## config.mk

```make
export PLATFORM = sky130hd
export DESIGN_NAME = rau_ctrl
export DESIGN_NICKNAME = d
export VERILOG_FILES = /design/src/rtl/core/rau_pkg.sv /design/src/rtl/core/rau_ctrl.sv
export SDC_FILE = /design/constraint.sdc
export NUM_CORES = 1
export LEC_CHECK = 0
export BUFFER_PORTS_ARGS = -buffer_cell sky130_fd_sc_hd__buf_2
export CAP_MARGIN = 20
export CELL_PAD_IN_SITES_DETAIL_PLACEMENT = 2
export CELL_PAD_IN_SITES_GLOBAL_PLACEMENT = 2
export CORE_MARGIN = 1.5
export CORE_UTILIZATION = 28
export DETAILED_ROUTE_END_ITERATION = 10
export PLACE_DENSITY = 0.85
export SYNTH_ARGS = -nofsm -noshare
export SYNTH_HDL_FRONTEND = slang
export SYNTH_SLANG_ARGS = --single-unit
export TNS_END_PERCENT = 20
```

## constraint.sdc

```tcl
create_clock -name i_clk -period 1.5 [get_ports i_clk]
set_input_delay 0.075 -clock i_clk [delete_from_list [all_inputs] [get_ports i_clk]]
set_output_delay 0.075 -clock i_clk [all_outputs]
set_load 0.005 [all_outputs]
```

## src/rtl/core/rau_pkg.sv

```systemverilog
`timescale 1ns / 1ps
// ----------------------------------------------------------------------------
// rau_pkg
// Types and codes shared by the rational arithmetic unit.
// ----------------------------------------------------------------------------
package rau_pkg;

    localparam logic [2:0] OP_ADD = 3'd0;
    localparam logic [2:0] OP_SUB = 3'd1;
    localparam logic [2:0] OP_MUL = 3'd2;
    localparam logic [2:0] OP_DIV = 3'd3;
    localparam logic [2:0] OP_LT  = 3'd4;
    localparam logic [2:0] OP_EQ  = 3'd5;

    localparam logic [1:0] ST_OK       = 2'd0;
    localparam logic [1:0] ST_DIV_ZERO = 2'd1;
    localparam logic [1:0] ST_OVERFLOW = 2'd2;

    localparam logic [1:0] MUL_P0 = 2'd0;
    localparam logic [1:0] MUL_P1 = 2'd1;
    localparam logic [1:0] MUL_P2 = 2'd2;

    typedef struct packed {
        logic [2:0]         operation;
        logic signed [31:0] a_numerator;
        logic [30:0]        a_denominator;
        logic signed [31:0] b_numerator;
        logic [30:0]        b_denominator;
    } t_in_item;

    typedef struct packed {
        logic signed [31:0] result_numerator;
        logic [30:0]        result_denominator;
        logic               truth;
        logic [1:0]         status;
    } t_out_item;

    typedef struct packed {
        logic       load;
        logic       mul_en;
        logic [1:0] mul_idx;
        logic       combine;
        logic       gcd_step;
        logic       div_init;
        logic       div_step;
        logic       finish;
        logic       out_load;
    } t_cmd;

    typedef struct packed {
        logic early;
        logic gcd_done;
        logic div_last;
    } t_sts;

endpackage

```

## src/rtl/core/rau_ctrl.sv

```systemverilog
`timescale 1ns / 1ps
// ----------------------------------------------------------------------------
// rau_ctrl
// Sequencer for the rational unit: issues datapath commands, drives handshakes.
// ----------------------------------------------------------------------------
module rau_ctrl (
    input  logic          i_clk,
    input  logic          i_rst_n,
    input  logic          i_valid,
    output logic          o_stall,
    output logic          o_valid,
    input  logic          i_stall,
    input  rau_pkg::t_sts i_sts,
    output rau_pkg::t_cmd o_cmd
);
    import rau_pkg::*;

    typedef enum logic [9:0] {
        S_IDLE = 10'b0000000001,
        S_MUL0 = 10'b0000000010,
        S_MUL1 = 10'b0000000100,
        S_MUL2 = 10'b0000001000,
        S_COMB = 10'b0000010000,
        S_GCD  = 10'b0000100000,
        S_DIVI = 10'b0001000000,
        S_DIV  = 10'b0010000000,
        S_FIN  = 10'b0100000000,
        S_DONE = 10'b1000000000
    } t_state;

    t_state r_state, n_state;
    logic   r_ovalid, n_ovalid;

    always_comb begin
        n_state = r_state;
        o_cmd   = '0;
        case (r_state)
            S_IDLE: begin
                if (i_valid) begin
                    o_cmd.load = 1'b1;
                    n_state    = S_MUL0;
                end
            end
            S_MUL0: begin
                o_cmd.mul_en  = 1'b1;
                o_cmd.mul_idx = MUL_P0;
                n_state       = S_MUL1;
            end
            S_MUL1: begin
                o_cmd.mul_en  = 1'b1;
                o_cmd.mul_idx = MUL_P1;
                n_state       = S_MUL2;
            end
            S_MUL2: begin
                o_cmd.mul_en  = 1'b1;
                o_cmd.mul_idx = MUL_P2;
                n_state       = S_COMB;
            end
            S_COMB: begin
                o_cmd.combine = 1'b1;
                n_state       = i_sts.early ? S_DONE : S_GCD;
            end
            S_GCD: begin
                if (i_sts.gcd_done) begin
                    n_state = S_DIVI;
                end else begin
                    o_cmd.gcd_step = 1'b1;
                end
            end
            S_DIVI: begin
                o_cmd.div_init = 1'b1;
                n_state        = S_DIV;
            end
            S_DIV: begin
                o_cmd.div_step = 1'b1;
                if (i_sts.div_last) begin
                    n_state = S_FIN;
                end
            end
            S_FIN: begin
                o_cmd.finish = 1'b1;
                n_state      = S_DONE;
            end
            S_DONE: begin
                if (!r_ovalid || !i_stall) begin
                    o_cmd.out_load = 1'b1;
                    n_state        = S_IDLE;
                end
            end
            default: n_state = S_IDLE;
        endcase
    end

    always_comb begin
        n_ovalid = r_ovalid;
        if (o_cmd.out_load) begin
            n_ovalid = 1'b1;
        end else if (r_ovalid && !i_stall) begin
            n_ovalid = 1'b0;
        end
    end

    always_ff @(posedge i_clk) begin
        if (!i_rst_n) begin
            r_state  <= S_IDLE;
            r_ovalid <= 1'b0;
        end else begin
            r_state  <= n_state;
            r_ovalid <= n_ovalid;
        end
    end

    assign o_stall = (r_state != S_IDLE);
    assign o_valid = r_ovalid;

endmodule

```

Word level (Yosys, flattened, before mapping)
Cells that the tools add are included.
{"block": "word_totals", "wordCells": 42, "output_inout_bits": 12, "regBits": 11, "inputBits": 7}
{"block": "op_classes", "n_mux": 19, "eq_ne": 15, "reduce_logical": 6}
{"cell": "$pmux W10 S10", "n": 1}
{"cell": "$mux W10", "n": 5}
{"cell": "$mux W1", "n": 12}
{"cell": "$eq A10 B1 Y1 const B", "n": 1}
{"cell": "$eq A10 B10 Y1 const B", "n": 1}
{"cell": "$eq A10 B2 Y1 const B", "n": 1}
{"cell": "$eq A10 B3 Y1 const B", "n": 1}
{"cell": "$eq A10 B4 Y1 const B", "n": 1}
{"cell": "$eq A10 B5 Y1 const B", "n": 1}
{"cell": "$eq A10 B6 Y1 const B", "n": 1}
{"cell": "$eq A10 B7 Y1 const B", "n": 1}
{"cell": "$eq A10 B8 Y1 const B", "n": 1}
{"cell": "$eq A10 B9 Y1 const B", "n": 1}
{"cell": "$ne A10 B1 Y1 const B", "n": 1}
{"cell": "$pmux W3 S3", "n": 1}
{"cell": "$ne A2 B2 Y1 const B", "n": 4}
{"cell": "$reduce_and A4 Y1", "n": 1}
{"cell": "$logic_not A1 Y1", "n": 2}
{"cell": "$reduce_bool A2 Y1", "n": 1}
{"cell": "$logic_and A1 B1 Y1", "n": 1}
{"cell": "$logic_or A1 B1 Y1", "n": 1}

Logic depth before layout (Yosys ltp)
{"block": "depth", "word_depth": 5, "depth_mapped": 5}

Least setup slack after synthesis
OpenSTA, ideal clock, no wires.
{"block": "synth_path", "kind": "reg2reg", "from": "reg r_state[6]", "to": "reg r_state[2]", "stages_incl_launch_ff": 6, "synth_period_minus_slack_ps": 1445, "n_path_buf": 1, "t_arrival_ps": 1312, "path_slack_ps": 55, "path_cell_list": "dfxtp_1 buf_2 nor3_1 nand4b_1 o2111ai_1 nor4_1"}
{"block": "synth_via", "elab_chain_cells": 3, "word_cells_on_any_way": 16, "cone_classes": "14 x eq/ne; 1 x mux; 1 x reduce/logical"}
{"element": "start, declared", "line": "rau_ctrl.sv:31", "text": "t_state r_state, n_state;"}
{"element": "start signal, assigned", "line": "rau_ctrl.sv:108", "text": "r_state <= n_state;"}
{"element": "$eq A10 B10 Y1 (tied with other cells)", "line": "rau_ctrl.sv:37", "text": "case (r_state)"}
{"element": "$ne A2 B2 Y1 (no line)"}
{"element": "$reduce_and A4 Y1 (no line)"}
Several ways; a longest one is shown, not always the timed one.
A chain may end at the register's enable or synchronous reset.

==> summary.txt <==
DRC - 0
Worst slew pin tran - 0.336 ns
CTS Buf Count - 3
Initial antenna violation count - 0
Synth cell types - 37
Die outline area - 2850 um2
Total power per unit cell area - 802 nW/um2
CP arrival - 1.54 ns
CP Max Fanout - 5
Origin of the critical flop-to-flop path - r_state[2]$_SDFFE_PN0P_
Post-synth EDFFs - 0
Syn Inst Count - 87
CTS root buffer - clkbuf_4
Critical Path End - o_cmd[3]
Max transition margin - 77.6%
Status - finished with violations
Crit path from - r_state[0]$_SDFFE_PN1P_
FMAX - 621 MHz
Clock transition at path regs - 0.08 ns
Synth area leaders - dfxtp_1 31%, nor2_1 5.8%, nor3_1 3.5%
CTS sink count - 11
Clock buffer depth - 2
VDD IR max - 476 uV
Post-synth top flop - dfxtp_1
CP Capture Type - output pin
DR iter-0 viols - 14
Vias per cell - 5.34
TritonCTS clock tree - built
Router iterations before antenna repair - 4
Pleak - 0.458 nW
# IOs - 19
Post-synthesis sequential area ratio - 30.9%
Critical Path Start Type - flip-flop
Mapped Avg Cell Area - 8.18 um2
Worst-skew pair later-pin latency - 0.27 ns
Total track usage - 22.2%
Layout cell share with drive strength beyond 1 - 51.7%
RSZ-0062 raised after global routing - true
Detailed-route wire length per cell - 19.1 um
Ys async rst share - 0%
Total power - 0.805 mW
Synthesis-stage register bit count - 11
Failing checks - setup timing
Hold slack - 0.0651 ns
Crit Reg-Reg Endpoint - r_state[2]$_SDFFE_PN0P_
Area leader, netlist - dfxtp_1
GPL Wtd Cong - 0.763
Setup Skew - 0.00323 ns
Syn Nets - 94
Yosys warns - 0
# setup viols final - 10
Die H - 53.4 um
Flop2flop setup slack - 0 ns
Synthesized area - 712 um2
Via Count - 780
Min Tclk post-route - 1.61 ns
Vias in the first global route - 820
Min-Delay Path Depth - 3
Area Growth Syn to Fin - 41.1%
Fin. Hold Viols - 0
Final WL - 2790 um
Top-area cell type share of the netlist area - 30.9%
Maximum capacitance violations - 0
Die W - 53.4 um
PortBufs - 18
# fillers - 280
Largest net degree at the start of global routing - 9
H-tree Lvls - 1
Core area - 2430 um2
Setup WS post-layout - -0.111 ns
Max-slew violation count - 0
First-pass GRT wire length - 4340 um
Post-layout util - 41.3%
Initial core utilization - 29.3%
Antenna-violating nets left - 0
Gr ovfl total - 0
Num rows - 18
Hold crit path type - in -> reg
Ant diodes - 0
Worst hold start - i_sts[2]
Layout net count - 124
WS Path Type - reg -> out
Final cycle utilization of the critical path - 107%
DP HPWL - 1790 um
Data required, critical path - 1.42 ns
Reg2reg path depth - 6
power by group:
group	leakage, nW	switching, mW	internal [mW]	total [mW]
clock network	0.0150	0.117	0.103	0.220
logic	0.350	0.136	0.125	0.262
registers	0.0930	0.0183	0.305	0.324
cells by family (layout without fill, tap and decap cells):
kind of cell | Yosys count | in the layout | share of synthesized area (%)
XOR/XNOR | 2 | 2 | 2.46
flip-flops | 11 | 11 | 30.9
AND/OR/NAND/NOR | 49 | 49 | 44.8
AO/OA/AOI/OAI | 16 | 16 | 15.1
buffers and inverters | 9 | 38 | 6.68
through the flow:
stage | setup slack (ns) | setup TNS [ns] | area [um2] | std cells
detailed placement | -0.0150 | -0.0243 | 875 | 139
global route | -0.210 | -1.75 | 1000 | 146
floorplan | 0.0549 | 0 | 712 | 87
global placement | 0.0818 | 0 | 875 | 139
CTS | -0.126 | -0.521 | 962 | 145
finish | -0.111 | -0.500 | 1000 | 146
critical path: stages, from the launching register on:
cell     delay (ns)
dfxtp_2        0.35
nor4_4         0.28
buf_6          0.16
nand2_4        0.06
nor4b_4        0.26
buf_2          0.15
flip-flops by register name (all words and copies together) (netlist names):
register  flops
r_state      10
o_valid       1
repair_timing:
| action | 4_1_cts | 5_1_grt |
|---|---|---|
| setup endpoints to repair | 17 | 18 |
| setup buffers | 2 | 1 |
| hold buffers | 0 | 0 |
| pin swaps | 4 | 2 |
| hold endpoints to repair | 0 | 0 |
| resized for setup | 16 | 10 |
cells in the final DEF (no fill, tap or decap), drive strengths merged, types with 3 or more instances in the layout:
cell    count
nor4        5
dfxtp      11
nand2       6
buf        30
o21ai       5
nor4b       3
clkbuf      4
nor2       11
nor3        5
inv         4
nor3b       3
worst min path at each step:
| stage | to |
|---|---|
| after CTS | r_state[9]$_SDFFE_PN0P_ |
| after detailed placement | r_state[9]$_SDFFE_PN0P_ |
| after global placement | r_state[9]$_SDFFE_PN0P_ |
| after floorplan | o_cmd[4] |
| after global routing | r_state[9]$_SDFFE_PN0P_ |
| final | r_state[9]$_SDFFE_PN0P_ |
metal layers:
metal | vias up | part of all wire (%) | track usage [%]
li1 | 379 | - | -
met3 | 4 | 2.2 | 2.54
met2 | 11 | 48 | 36.4
met5 | - | 0 | 0
met4 | 0 | 1.3 | 10.3
met1 | 386 | 48 | 28.5
final cells by class:
| cell class | instances | area [um2] | area share, % |
|---|---|---|---|
| sequential | 11 | 234 | 23.3 |
| multi-input combinational | 67 | 508 | 50.6 |
| tap | 30 | 37.5 | 3.74 |
| timing repair buffer | 30 | 184 | 18.3 |
| clock buffer | 4 | 26.3 | 2.62 |
| inverter | 4 | 15.0 | 1.49 |
synthesized netlist by cell type (2+ instances only):
cell type	number
and3_2	2
buf_2	2
dfxtp_1	11
inv_1	4
nand2_1	5
nand3_1	2
nand4_1	2
nor2_1	11
nor2b_1	2
nor3_1	5
nor3b_1	3
nor4_1	4
nor4b_1	2
o2111ai_1	2
o211ai_1	2
o21a_1	2
o21ai_0	5
xor2_1	2
Note: power is estimated with default switching activity, not from simulation.
